$ cat config.mk
export PLATFORM = sky130hd
export DESIGN_NAME = nmea_gga_position_parser_flat
export DESIGN_NICKNAME = d
export VERILOG_FILES = /design/src/hw/rtl/ngga_pkg.sv /design/src/hw/rtl/ngga_byte_if.sv /design/src/hw/rtl/ngga_pos_if.sv /design/src/hw/rtl/nmea_gga_position_parser.sv /design/src/flat_wrapper.sv
export SDC_FILE = /design/constraint.sdc
export NUM_CORES = 2
export LEC_CHECK = 0
export BUFFER_PORTS_ARGS = -buffer_cell sky130_fd_sc_hd__buf_2
export CORE_UTILIZATION = 65
export DETAILED_ROUTE_END_ITERATION = 7
export GPL_TIMING_DRIVEN = 0
export PLACE_DENSITY = 0.82
export RECOVER_POWER = 100
export SKIP_LAST_GASP = 1
export SYNTH_ARGS = -nofsm -noshare
export SYNTH_HDL_FRONTEND = slang
export SYNTH_SLANG_ARGS = --single-unit
$ cat constraint.sdc
create_clock -name clk -period 13.4 [get_ports clk]
set_clock_uncertainty 0.05 [all_clocks]
set_input_delay 0 -clock clk [delete_from_list [all_inputs] [get_ports clk]]
set_output_delay 0 -clock clk [all_outputs]
set_load 0.02 [all_outputs]
$ cat src/hw/rtl/ngga_pkg.sv
`timescale 1ns / 1ps

package ngga_pkg;

    // Character codes
    localparam logic [7:0] CHAR_CR     = 8'h0D;
    localparam logic [7:0] CHAR_LF     = 8'h0A;
    localparam logic [7:0] CHAR_COMMA  = 8'h2C;
    localparam logic [7:0] CHAR_POINT  = 8'h2E;
    localparam logic [7:0] CHAR_ZERO   = 8'h30;
    localparam logic [7:0] CHAR_NINE   = 8'h39;
    localparam logic [7:0] CHAR_SOUTH  = 8'h53;
    localparam logic [7:0] CHAR_WEST   = 8'h57;
    localparam logic [7:0] CHAR_DOLLAR = 8'h24;
    localparam logic [7:0] CHAR_G      = 8'h47;
    localparam logic [7:0] CHAR_P      = 8'h50;
    localparam logic [7:0] CHAR_A      = 8'h41;

    localparam int PREFIX_LEN = 6;

    // Field numbers, counted from one by commas
    localparam logic [2:0] FIELD_FIRST = 3'd1;
    localparam logic [2:0] FIELD_LAT   = 3'd3;
    localparam logic [2:0] FIELD_NS    = 3'd4;
    localparam logic [2:0] FIELD_LON   = 3'd5;
    localparam logic [2:0] FIELD_EW    = 3'd6;
    localparam logic [2:0] FIELD_LAST  = 3'd7;

    localparam int LANE_LAT = 0;
    localparam int LANE_LON = 1;
    localparam int LANES    = 2;

    // Integer part kept as five BCD digits, saturating at 99999
    localparam int          BCD_W   = 20;
    localparam logic [19:0] BCD_SAT = 20'h99999;

    // Conversion datapath widths
    localparam int OUT_W = 31;   // signed microdegrees
    localparam int MAG_W = 30;   // magnitude, below 1.001e9
    localparam int DEG_W = 10;   // whole degrees, up to 999
    localparam int M2_W  = 27;   // minutes scaled by 1e6, below 1e8
    localparam int QUO_W = 21;   // scaled minutes / 60, below 1666667

    localparam int UDEG_PER_DEG = 1_000_000;

    // x / 15 for x below 2**25: (x * ceil(2**29 / 15)) >> 29
    localparam int          X_W         = M2_W - 2;
    localparam int          RECIP_W     = 26;
    localparam int          RECIP_SHIFT = 29;
    localparam logic [25:0] RECIP_15    = 26'd35791395;
    localparam int          PROD_W      = X_W + RECIP_W;

    localparam logic signed [OUT_W-1:0] UDEG_MAX = 31'sd1000999999;

    function automatic int pow10(input int n);
        int r;
        r = 1;
        for (int i = 0; i < 6; i++)
        begin
            if (i < n)
            begin
                r = r * 10;
            end
        end
        return r;
    endfunction

    function automatic logic [7:0] prefix_char(input logic [2:0] idx);
        logic [7:0] c;
        case (idx)
            3'd0:    c = CHAR_DOLLAR;
            3'd1:    c = CHAR_G;
            3'd2:    c = CHAR_P;
            3'd3:    c = CHAR_G;
            3'd4:    c = CHAR_G;
            default: c = CHAR_A;
        endcase
        return c;
    endfunction

endpackage

$ cat src/hw/rtl/ngga_byte_if.sv
`timescale 1ns / 1ps

interface ngga_byte_if;
    logic       valid;
    logic       ready;
    logic [7:0] rx_byte;

    modport source (output valid, output rx_byte, input ready);
    modport sink   (input valid, input rx_byte, output ready);
endinterface

$ cat src/hw/rtl/ngga_pos_if.sv
`timescale 1ns / 1ps

interface ngga_pos_if
    import ngga_pkg::*;
();
    logic                    valid;
    logic                    ready;
    logic signed [OUT_W-1:0] latitude_udeg;
    logic signed [OUT_W-1:0] longitude_udeg;

    modport source (output valid, output latitude_udeg, output longitude_udeg, input ready);
    modport sink   (input valid, input latitude_udeg, input longitude_udeg, output ready);
endinterface

$ cat src/hw/rtl/nmea_gga_position_parser.sv
`timescale 1ns / 1ps

// Channel  Dir  Payload                                   Transaction
// rx       in   rx_byte [7:0]                             one stream character
// pos      out  latitude_udeg, longitude_udeg [30:0] s    one position per GGA line
//
// One byte is taken every cycle while rx.ready is high. The parse state updates in
// the cycle the byte is taken; a line feed that closes a GGA line enters a four-register
// conversion pipeline (digit capture, scaled minutes, reciprocal multiply for /60,
// sum and sign into the output register), and pos.valid rises when the result
// is loaded into the output register.
// rst_n clears the line state and all pipeline valids at once.
// A stalled output holds; empty pipeline slots still fill, and rx.ready drops
// only when every slot holds a result.

module nmea_gga_position_parser
    import ngga_pkg::*;
#(
    parameter int LINE_LIMIT  = 128,
    parameter int FIELD_CHARS = 14,
    parameter int FRAC_DIGITS = 5
)(
    input logic        clk,
    input logic        rst_n,
    ngga_byte_if.sink  rx,
    ngga_pos_if.source pos
);

    localparam int POS_W      = $clog2(LINE_LIMIT);
    localparam int FCC_W      = $clog2(FIELD_CHARS + 1);
    localparam int FRAC_W     = $clog2(10 ** FRAC_DIGITS);
    localparam int FCNT_W     = $clog2(FRAC_DIGITS + 1);
    localparam int FRAC_SCALE = 10 ** (6 - FRAC_DIGITS);

    // Line parse state
    logic [POS_W-1:0]  line_pos_reg, line_pos_next;
    logic              prefix_reg, prefix_next;
    logic [2:0]        field_reg, field_next;
    logic [FCC_W-1:0]  fcc_reg, fcc_next;
    logic [BCD_W-1:0]  bcd_reg [LANES];
    logic [BCD_W-1:0]  bcd_next [LANES];
    logic [FRAC_W-1:0] frac_reg [LANES];
    logic [FRAC_W-1:0] frac_next [LANES];
    logic [FCNT_W-1:0] fcnt_reg [LANES];
    logic [FCNT_W-1:0] fcnt_next [LANES];
    logic              point_reg [LANES];
    logic              point_next [LANES];
    logic              ended_reg [LANES];
    logic              ended_next [LANES];
    logic [LANES-1:0]  sign_reg, sign_next;

    // Digit update candidates, one per lane
    logic [BCD_W-1:0]  bcd_take [LANES];
    logic [FRAC_W-1:0] frac_take [LANES];
    logic [FCNT_W-1:0] fcnt_take [LANES];
    logic              point_take [LANES];
    logic              ended_take [LANES];

    logic       accept;
    logic       emit;
    logic       is_digit;
    logic [3:0] digit;

    // Pipeline
    logic s1_valid_reg, s1_valid_next;
    logic s2_valid_reg, s2_valid_next;
    logic s3_valid_reg, s3_valid_next;
    logic out_valid_reg, out_valid_next;
    logic s1_free, s2_free, s3_free, out_free;

    logic [BCD_W-1:0]  s1_bcd_reg [LANES];
    logic [FRAC_W-1:0] s1_frac_reg [LANES];
    logic [LANES-1:0]  s1_sign_reg;

    logic [DEG_W-1:0]  s2_deg_reg [LANES];
    logic [M2_W-1:0]   s2_m2_reg [LANES];
    logic [LANES-1:0]  s2_sign_reg;
    logic [DEG_W-1:0]  s2_deg_next [LANES];
    logic [M2_W-1:0]   s2_m2_next [LANES];

    logic [MAG_W-1:0]  s3_degu_reg [LANES];
    logic [QUO_W-1:0]  s3_quo_reg [LANES];
    logic [LANES-1:0]  s3_sign_reg;
    logic [MAG_W-1:0]  s3_degu_next [LANES];
    logic [QUO_W-1:0]  s3_quo_next [LANES];
    logic [PROD_W-1:0] s2_prod [LANES];

    logic [MAG_W-1:0]        s3_mag [LANES];
    logic signed [OUT_W-1:0] out_udeg_reg [LANES];
    logic signed [OUT_W-1:0] out_udeg_next [LANES];

    assign accept = rx.valid && rx.ready;

    assign is_digit = (rx.rx_byte >= CHAR_ZERO) && (rx.rx_byte <= CHAR_NINE);
    assign digit    = 4'(rx.rx_byte - CHAR_ZERO);

    always_comb
    begin
        for (int l = 0; l < LANES; l++)
        begin
            bcd_take[l]   = bcd_reg[l];
            frac_take[l]  = frac_reg[l];
            fcnt_take[l]  = fcnt_reg[l];
            point_take[l] = point_reg[l];
            ended_take[l] = ended_reg[l];
            if (!ended_reg[l])
            begin
                if (is_digit)
                begin
                    if (!point_reg[l])
                    begin
                        // a fifth digit already present means the next one overflows
                        if (bcd_reg[l][BCD_W-1 -: 4] != 4'd0)
                        begin
                            bcd_take[l] = BCD_SAT;
                        end
                        else
                        begin
                            bcd_take[l] = {bcd_reg[l][BCD_W-5:0], digit};
                        end
                    end
                    else if (fcnt_reg[l] < FCNT_W'(FRAC_DIGITS))
                    begin
                        // keep the fraction left-aligned to FRAC_DIGITS places
                        frac_take[l] = frac_reg[l] + FRAC_W'(digit)
                            * FRAC_W'(pow10(FRAC_DIGITS - 1 - int'(fcnt_reg[l])));
                        fcnt_take[l] = fcnt_reg[l] + FCNT_W'(1);
                    end
                end
                else if (rx.rx_byte == CHAR_POINT && !point_reg[l])
                begin
                    point_take[l] = 1'b1;
                end
                else
                begin
                    ended_take[l] = 1'b1;
                end
            end
        end
    end

    always_comb
    begin
        line_pos_next = line_pos_reg;
        prefix_next   = prefix_reg;
        field_next    = field_reg;
        fcc_next      = fcc_reg;
        sign_next     = sign_reg;
        for (int l = 0; l < LANES; l++)
        begin
            bcd_next[l]   = bcd_reg[l];
            frac_next[l]  = frac_reg[l];
            fcnt_next[l]  = fcnt_reg[l];
            point_next[l] = point_reg[l];
            ended_next[l] = ended_reg[l];
        end
        emit = 1'b0;

        if (accept)
        begin
            if (rx.rx_byte == CHAR_LF)
            begin
                emit          = prefix_reg && (line_pos_reg >= POS_W'(PREFIX_LEN));
                line_pos_next = '0;
                prefix_next   = 1'b1;
                field_next    = FIELD_FIRST;
                fcc_next      = '0;
                sign_next     = '0;
                for (int l = 0; l < LANES; l++)
                begin
                    bcd_next[l]   = '0;
                    frac_next[l]  = '0;
                    fcnt_next[l]  = '0;
                    point_next[l] = 1'b0;
                    ended_next[l] = 1'b0;
                end
            end
            else if (rx.rx_byte != CHAR_CR && line_pos_reg < POS_W'(LINE_LIMIT - 1))
            begin
                if (line_pos_reg < POS_W'(PREFIX_LEN)
                    && rx.rx_byte != prefix_char(line_pos_reg[2:0]))
                begin
                    prefix_next = 1'b0;
                end
                line_pos_next = line_pos_reg + POS_W'(1);

                if (rx.rx_byte == CHAR_COMMA)
                begin
                    if (field_reg != FIELD_LAST)
                    begin
                        field_next = field_reg + 3'd1;
                    end
                    fcc_next = '0;
                end
                else if (fcc_reg < FCC_W'(FIELD_CHARS))
                begin
                    case (field_reg)
                        FIELD_LAT:
                        begin
                            bcd_next[LANE_LAT]   = bcd_take[LANE_LAT];
                            frac_next[LANE_LAT]  = frac_take[LANE_LAT];
                            fcnt_next[LANE_LAT]  = fcnt_take[LANE_LAT];
                            point_next[LANE_LAT] = point_take[LANE_LAT];
                            ended_next[LANE_LAT] = ended_take[LANE_LAT];
                        end
                        FIELD_NS:
                        begin
                            if (fcc_reg == '0 && rx.rx_byte == CHAR_SOUTH)
                            begin
                                sign_next[LANE_LAT] = 1'b1;
                            end
                        end
                        FIELD_LON:
                        begin
                            bcd_next[LANE_LON]   = bcd_take[LANE_LON];
                            frac_next[LANE_LON]  = frac_take[LANE_LON];
                            fcnt_next[LANE_LON]  = fcnt_take[LANE_LON];
                            point_next[LANE_LON] = point_take[LANE_LON];
                            ended_next[LANE_LON] = ended_take[LANE_LON];
                        end
                        FIELD_EW:
                        begin
                            if (fcc_reg == '0 && rx.rx_byte == CHAR_WEST)
                            begin
                                sign_next[LANE_LON] = 1'b1;
                            end
                        end
                        default:
                        begin
                        end
                    endcase
                    fcc_next = fcc_reg + FCC_W'(1);
                end
            end
        end
    end

    // Ready chain: a slot takes new data when empty or when it moves on
    assign out_free = !out_valid_reg || pos.ready;
    assign s3_free  = !s3_valid_reg || out_free;
    assign s2_free  = !s2_valid_reg || s3_free;
    assign s1_free  = !s1_valid_reg || s2_free;
    assign rx.ready = s1_free;

    assign s1_valid_next  = s1_free  ? emit         : s1_valid_reg;
    assign s2_valid_next  = s2_free  ? s1_valid_reg : s2_valid_reg;
    assign s3_valid_next  = s3_free  ? s2_valid_reg : s3_valid_reg;
    assign out_valid_next = out_free ? s3_valid_reg : out_valid_reg;

    always_comb
    begin
        for (int l = 0; l < LANES; l++)
        begin
            // degrees from the top three BCD digits
            s2_deg_next[l] = DEG_W'(s1_bcd_reg[l][19:16]) * DEG_W'(100)
                           + DEG_W'(s1_bcd_reg[l][15:12]) * DEG_W'(10)
                           + DEG_W'(s1_bcd_reg[l][11:8]);
            // whole and fractional minutes, scaled by 1e6
            s2_m2_next[l] = M2_W'(s1_bcd_reg[l][7:4]) * M2_W'(10 * UDEG_PER_DEG)
                          + M2_W'(s1_bcd_reg[l][3:0]) * M2_W'(UDEG_PER_DEG)
                          + M2_W'(s1_frac_reg[l]) * M2_W'(FRAC_SCALE);

            // divide by 60: drop two bits, then multiply by the reciprocal of 15
            s2_prod[l]        = PROD_W'(s2_m2_reg[l][M2_W-1:2]) * PROD_W'(RECIP_15);
            s3_quo_next[l]    = s2_prod[l][RECIP_SHIFT +: QUO_W];
            s3_degu_next[l]   = MAG_W'(s2_deg_reg[l]) * MAG_W'(UDEG_PER_DEG);

            s3_mag[l] = s3_degu_reg[l] + MAG_W'(s3_quo_reg[l]);
            out_udeg_next[l] = s3_sign_reg[l] ? -$signed(OUT_W'(s3_mag[l]))
                                              : $signed(OUT_W'(s3_mag[l]));
        end
    end

    always_ff @(posedge clk or negedge rst_n)
    begin
        if (!rst_n)
        begin
            line_pos_reg  <= '0;
            prefix_reg    <= 1'b1;
            field_reg     <= FIELD_FIRST;
            fcc_reg       <= '0;
            sign_reg      <= '0;
            for (int l = 0; l < LANES; l++)
            begin
                bcd_reg[l]   <= '0;
                frac_reg[l]  <= '0;
                fcnt_reg[l]  <= '0;
                point_reg[l] <= 1'b0;
                ended_reg[l] <= 1'b0;
            end
            s1_valid_reg  <= 1'b0;
            s2_valid_reg  <= 1'b0;
            s3_valid_reg  <= 1'b0;
            out_valid_reg <= 1'b0;
        end
        else
        begin
            line_pos_reg  <= line_pos_next;
            prefix_reg    <= prefix_next;
            field_reg     <= field_next;
            fcc_reg       <= fcc_next;
            sign_reg      <= sign_next;
            for (int l = 0; l < LANES; l++)
            begin
                bcd_reg[l]   <= bcd_next[l];
                frac_reg[l]  <= frac_next[l];
                fcnt_reg[l]  <= fcnt_next[l];
                point_reg[l] <= point_next[l];
                ended_reg[l] <= ended_next[l];
            end
            s1_valid_reg  <= s1_valid_next;
            s2_valid_reg  <= s2_valid_next;
            s3_valid_reg  <= s3_valid_next;
            out_valid_reg <= out_valid_next;
        end
    end

    // Pipeline payload, loaded as each slot advances
    always_ff @(posedge clk)
    begin
        if (s1_free && emit)
        begin
            s1_bcd_reg  <= bcd_reg;
            s1_frac_reg <= frac_reg;
            s1_sign_reg <= sign_reg;
        end
        if (s2_free && s1_valid_reg)
        begin
            s2_deg_reg  <= s2_deg_next;
            s2_m2_reg   <= s2_m2_next;
            s2_sign_reg <= s1_sign_reg;
        end
        if (s3_free && s2_valid_reg)
        begin
            s3_degu_reg <= s3_degu_next;
            s3_quo_reg  <= s3_quo_next;
            s3_sign_reg <= s2_sign_reg;
        end
        if (out_free && s3_valid_reg)
        begin
            out_udeg_reg <= out_udeg_next;
        end
    end

    assign pos.valid          = out_valid_reg;
    assign pos.latitude_udeg  = out_udeg_reg[LANE_LAT];
    assign pos.longitude_udeg = out_udeg_reg[LANE_LON];

endmodule

$ cat src/flat_wrapper.sv
// flat-port wrapper written by rule: the top's interface ports become plain ports
module nmea_gga_position_parser_flat import ngga_pkg::*;
#(
    parameter int LINE_LIMIT  = 128,
    parameter int FIELD_CHARS = 14,
    parameter int FRAC_DIGITS = 5
)
  (clk, rst_n, rx_valid, rx_rx_byte, rx_ready, pos_valid, pos_latitude_udeg, pos_longitude_udeg, pos_ready);
  ngga_byte_if rx_i ();
  ngga_pos_if pos_i ();
  input logic clk;
  input logic rst_n;
  input wire logic [$bits(rx_i.valid)-1:0] rx_valid;
  input wire logic [$bits(rx_i.rx_byte)-1:0] rx_rx_byte;
  output wire logic [$bits(rx_i.ready)-1:0] rx_ready;
  output wire logic [$bits(pos_i.valid)-1:0] pos_valid;
  output wire logic [$bits(pos_i.latitude_udeg)-1:0] pos_latitude_udeg;
  output wire logic [$bits(pos_i.longitude_udeg)-1:0] pos_longitude_udeg;
  input wire logic [$bits(pos_i.ready)-1:0] pos_ready;
  assign rx_i.valid = rx_valid;
  assign rx_i.rx_byte = rx_rx_byte;
  assign rx_ready = rx_i.ready;
  assign pos_valid = pos_i.valid;
  assign pos_latitude_udeg = pos_i.latitude_udeg;
  assign pos_longitude_udeg = pos_i.longitude_udeg;
  assign pos_i.ready = pos_ready;
  nmea_gga_position_parser #(.LINE_LIMIT(LINE_LIMIT), .FIELD_CHARS(FIELD_CHARS), .FRAC_DIGITS(FRAC_DIGITS)) u_core (.clk(clk), .rst_n(rst_n), .rx(rx_i), .pos(pos_i));
endmodule
Word-level counts from Yosys, hierarchy flattened --
Cells that the tools add are included.
Word-level totals: word-level logic and storage cells 345, flip-flop bits (word level) 411
Operators by class: add/subtract/negate cells 22, equality and inequality tests 22, mux-type cells 155, reduce and logical (&&, ||, !) cells 61, multiply operators 26, order comparisons 20
Operators by type and width (number):
- $mux W32 | 48
- $mux W17 | 20
- $mul A32 B4 Y31 const B | 8
- $mux W20 | 10
- $mux W40 | 4
- $mux W34 | 4
- $lt A3 B32 Y1 const A | 4
- $lt A4 B32 Y1 const A | 4
- $mul A25 B26 Y50 const B | 2
- $lt A1 B32 Y1 const A | 2
- $lt A2 B32 Y1 const A | 2
- $mul A32 B4 Y16 const B | 2
- $neg A30 Y31 | 2
- $add A30 B21 Y30 | 2
- $mux W30 | 2
- $add A27 B21 Y27 | 2
- $add A27 B24 Y27 | 2
- $mul A10 B14 Y24 const B | 2
- $mux W3 | 14
- $mul A17 B3 Y20 const B | 2
- $mul A4 B17 Y20 const B | 2
- $mul A4 B14 Y18 const B | 2
- $reduce_bool A2 Y1 | 18
- $add A17 B17 Y17 | 2
- 50 further kinds | 144

Longest topological paths before layout --
word-level depth 48, mapped depth 47, gate-level depth less buffers 45

Least setup slack after synthesis --
Ideal clock, no wire load.
kind register to register, from register u_core.fcnt_reg[3] in the netlist's numbering, to register u_core.frac_reg[33] in the netlist's numbering, cell stages (with the launch flop) 45, data arrival time 9.595 ns, period minus slack after synthesis 9.741 ns, setup time 0.095 ns, path buffers 2, setup slack 3.659 ns, cells stage by stage dfrtp_1 inv_1 ha_1 nor2b_1 a21oi_1 clkbuf_1 o21ai_0 ha_1 buf_2 mux2i_1 inv_1 ha_1 ha_1 inv_1 fa_1 o21ai_0 ha_1 ha_1 (+9 left out) ha_1 o2111ai_1 o21ai_0 nor2_1 xor2_1 o21ai_0 o21a_1 nand2_1 fa_1 fa_1 fa_1 xor2_1 xnor2_1 xnor2_1 xnor3_1 xnor2_1 xnor2_1 o31ai_1
On the way: longest elaborated chain between the ends 48, elaborated cells on any way between the ends 56, those cells by class 2 x add/sub; 6 x mul; 7 x order compare; 39 x mux; 2 x reduce/logical
Ends and longest elaborated chain:
- start: declaration | line nmea_gga_position_parser.sv:44 | logic [FCNT_W-1:0] fcnt_reg [LANES];
- start signal: indexed assignment | line nmea_gga_position_parser.sv:307 | fcnt_reg[l] <= fcnt_next[l];
- $sub A3 B3 Y4 | line nmea_gga_position_parser.sv:126 | * FRAC_W'(pow10(FRAC_DIGITS - 1 - int'(fcnt_reg[l])));
- $lt A1 B32 Y1 | line ngga_pkg.sv:60 | if (i < n)
- $mux W4 | line ngga_pkg.sv:60
- $mux W32 | line nmea_gga_position_parser.sv:122 | else if (fcnt_reg[l] < FCNT_W'(FRAC_DIGITS))
- $mux W32 | line nmea_gga_position_parser.sv:110 | if (!point_reg[l])
- $mux W32 | line nmea_gga_position_parser.sv:108 | if (is_digit)
- $mux W32 | line nmea_gga_position_parser.sv:106 | if (!ended_reg[l])
- $mul A32 B4 Y31 | line ngga_pkg.sv:62 | r = r * 10;
- (+32 left out)
- $mux W17 | line nmea_gga_position_parser.sv:110
- $mux W17 | line nmea_gga_position_parser.sv:108
- $mux W17 | line nmea_gga_position_parser.sv:106
- $mux W17 | line nmea_gga_position_parser.sv:197 | case (field_reg)
- $mux W34 | line nmea_gga_position_parser.sv:195 | else if (fcc_reg < FCC_W'(FIELD_CHARS))
- $mux W34 | line nmea_gga_position_parser.sv:187 | if (rx.rx_byte == CHAR_COMMA)
- $mux W34 | line nmea_gga_position_parser.sv:178 | else if (rx.rx_byte != CHAR_CR && line_pos_reg < POS_W'(LINE_LIMIT - 1))
- $mux W34 | line nmea_gga_position_parser.sv:161 | if (rx.rx_byte == CHAR_LF)
- end signal: indexed assignment | line nmea_gga_position_parser.sv:306 | frac_reg[l] <= frac_next[l];
- end: declaration | line nmea_gga_position_parser.sv:42 | logic [FRAC_W-1:0] frac_reg [LANES];
Parallel ways exist; a longest one is shown, timed or not. The select of a mux whose other input is x is not followed. A chain may end at the register's enable or synchronous reset.

Final worst setup path --
Ends and elaborated chain as after synthesis.

==> run summary <==
Hold Slack: 0.0581 ns
Clock transition at path regs: 0.07 ns
Total wire length: 96300 µm
RR Startpoint: u_core.fcnt_reg[3]
Number of vias per cell: 5.67
Max_cap viols: 9
CTS buffer count: 46
Storage cell area: 11700 µm²
Syn_area_per_cell: 9.98 µm²
Crit path time final: 11.59 ns
H-tree depth: 2
Initial antenna violation count: 0
Area Overhead vs Synth: 6.30%
Syn Inst Count: 4843
Crit-path most repeated cell: ha_1
Fillers: 5190
Rel. slew slack: -203%
Final Hold Fails: 0
Data arrival, critical path: 12.03 ns
Crit Path Category: reg2reg
Measured slew at the worst slew-check pin: 4.55 ns
Footprint of the multi-input gates: 33300 µm²
DP HPWL: 78700 µm
Layout Cells excl Fill: 5979
Worst-Skew Late Latency: 0.60 ns
DRC Markers: 12
Chip height: 275 µm
CTS Buffer Depth: 3
Slowest cell on crit path: mux2i_1
Syn_nets: 6226
Post-synthesis sequential area ratio: 24.2%
Setup Viol. Count Final: 0
Status: finished with violations
Synth Area in Simple Gates: 9.93%
Async S/R FF share, synth: 25.8%
Total track usage: 26.3%
Max VDD drop: 0.0000749 V
Cells resized by post-CTS repair: 0
Vias in the first global route: 34.8k
TritonRoute pass-1 iters: 7
Iter 0 DRT Violations: 1838
Dpl cells: 5881
Worst setup EP type: register
Initial core utilization: 66.0%
Nets: 6365
Final TNS setup: 0 ns
CP Data Required Time: 13.84 ns
Cell area after layout: 51400 µm²
Failing checks: DRC, capacitance limit, slew limit
Core ar.: 73200 µm²
Row count: 99
Area leader, netlist: ha_1
Sink Count: 407
Synthesized cell area: 48300 µm²
# IOs: 76
Slowest stage delay, CP: 0.62 ns
Fmax: 86.3 MHz
Worst hold path cell count: 3
Hold Path Origin: rx_rx_byte[2]
Hold WC Path Type: in2reg
Die ar.: 75400 µm²
Crit path max fanout: 10
Mux cell area share after synthesis: 0.373%
Pleak: 0.0259 µW
Chip width: 275 µm
Wire per inst: 16.1 µm
Synthesis Warnings: 0
Port Buffers: 75
Share of the synthesized area in the top cell type: 25.8%
Critical Path Start: u_core.fcnt_reg[3]
CTS tree: yes
RePlAce Congestion: 0.931
Final count of pins violating max slew: 420
Commonest cells after routing, fill and taps aside: 997 x ha_1, 793 x inv_1, 374 x fa_1
Post-route ant nets: 0
R2r setup slk: 1.81 ns
Reg2reg path depth: 44
Largest net degree at the start of global routing: 73
PwrDens: 54.9 nW/µm²
Max reg flops: 50
Fin crit share: 86.5%
EDFF count, synth: 302
CTS root buf: clkbuf_16
Most common cell after layout, fill and taps aside: ha_1
Grt total ovfl: 0
Vias post-DR: 33.9k
XOR/XNOR share of the synthesized area: 6.85%
First-pass GRT wire length: 163000 µm
Compound-gate portion of the synthesized area: 10.6%
Top cells by area, synth: ha_1 26%, edfxtp_1 19%, fa_1 15%
Largest family of logic cells by synthesized area: adder cells
Post-synthesis cell type count: 87
Placed cell areas: 50000 µm²
RSZ-0062 raised after global routing: no
Top_reg_cell synth: edfxtp_1
Post-Synth Adder-Cell Area: 41.3%
Layout cells sized above 1: 2.71%
Seq cells post-synth: 407
Antenna cell count: 0
Crit path launch type: register
-- layout make-up --
class | instances | area share [%]
well taps | 959 | 2.34
clock buffers | 59 | 2.43
repair buffers | 91 | 0.823
flip-flops and latches | 407 | 22.8
plain buffers | 73 | 0.536
clock inverters | 27 | 0.456
multi-input cells | 3569 | 64.8
inverters | 794 | 5.80
-- logic make-up after synthesis --
| group | after synthesis |
|---|---|
| fa+ha+maj | 1371 |
| simple gates | 1008 |
| buf+inv | 867 |
| xor+xnor | 373 |
| compound gates | 800 |
| flops | 407 |
| mux | 17 |
-- through the flow --
stage               util (%)  power [µW]  setup WS [ns]
floorplan                  -        1550           3.66
global placement        68.2        1590           2.19
detailed placement      68.3        1590           1.92
CTS                     70.5        2850           1.88
global route            70.2        2920           1.10
finish                  70.2        2820           1.81
-- path summary, 6_finish.rpt --
check                                        end
max reg2reg                  u_core.frac_reg[33]
min                           u_core.bcd_reg[22]
min in group asynchronous     u_core.bcd_reg[33]
max in group asynchronous     u_core.bcd_reg[14]
max                          u_core.frac_reg[33]
min reg2reg                u_core.s2_sign_reg[0]
-- routing by layer --
layer | track usage (%) | share of wire, % | vias up
met5 | 0 | 0 | -
met4 | 6.90 | 2.2 | 0
met3 | 3.08 | 4.2 | 152
met2 | 47.1 | 50 | 706
met1 | 33.5 | 44 | 16280
li1 | - | - | 16789
-- where the power goes --
part / internal [µW] / total [µW] / switching, µW
combinational: 82.3 / 195 / 113
sequential: 1360 / 1380 / 18.7
clock: 705 / 1250 / 544
-- worst max-delay path, delay by kind of cell, from the launching register on --
family | cells | cell delay (ns)
muxes | 1 | 0.62
buffers and inverters | 5 | 0.86
AOI/OAI and AO/OA | 12 | 2.85
adders and majority gates | 12 | 4.32
and+or+nand+nor | 6 | 0.78
DFF | 1 | 0.46
xor gates and xnor gates | 8 | 1.54
-- cell usage after synthesis, types with 55 or more instances --
library cell / number
ha_1: 997
inv_1: 793
fa_1: 374
nand2_1: 359
edfxtp_1: 302
xnor2_1: 257
o21ai_0: 229
nor2_1: 213
a21oi_1: 200
xor2_1: 113
dfrtp_1: 103
a21o_1: 75
nor3_1: 70
clkbuf_1: 66
nand3_1: 62
and2_1: 55
-- timing repair --
item	CTS	global route
hold endpoints to repair	119	0
hold buffers	12	0
buffers inserted	0	0
setup endpoints to repair	0	0
No activity file was read; power rests on OpenSTA's default activity.
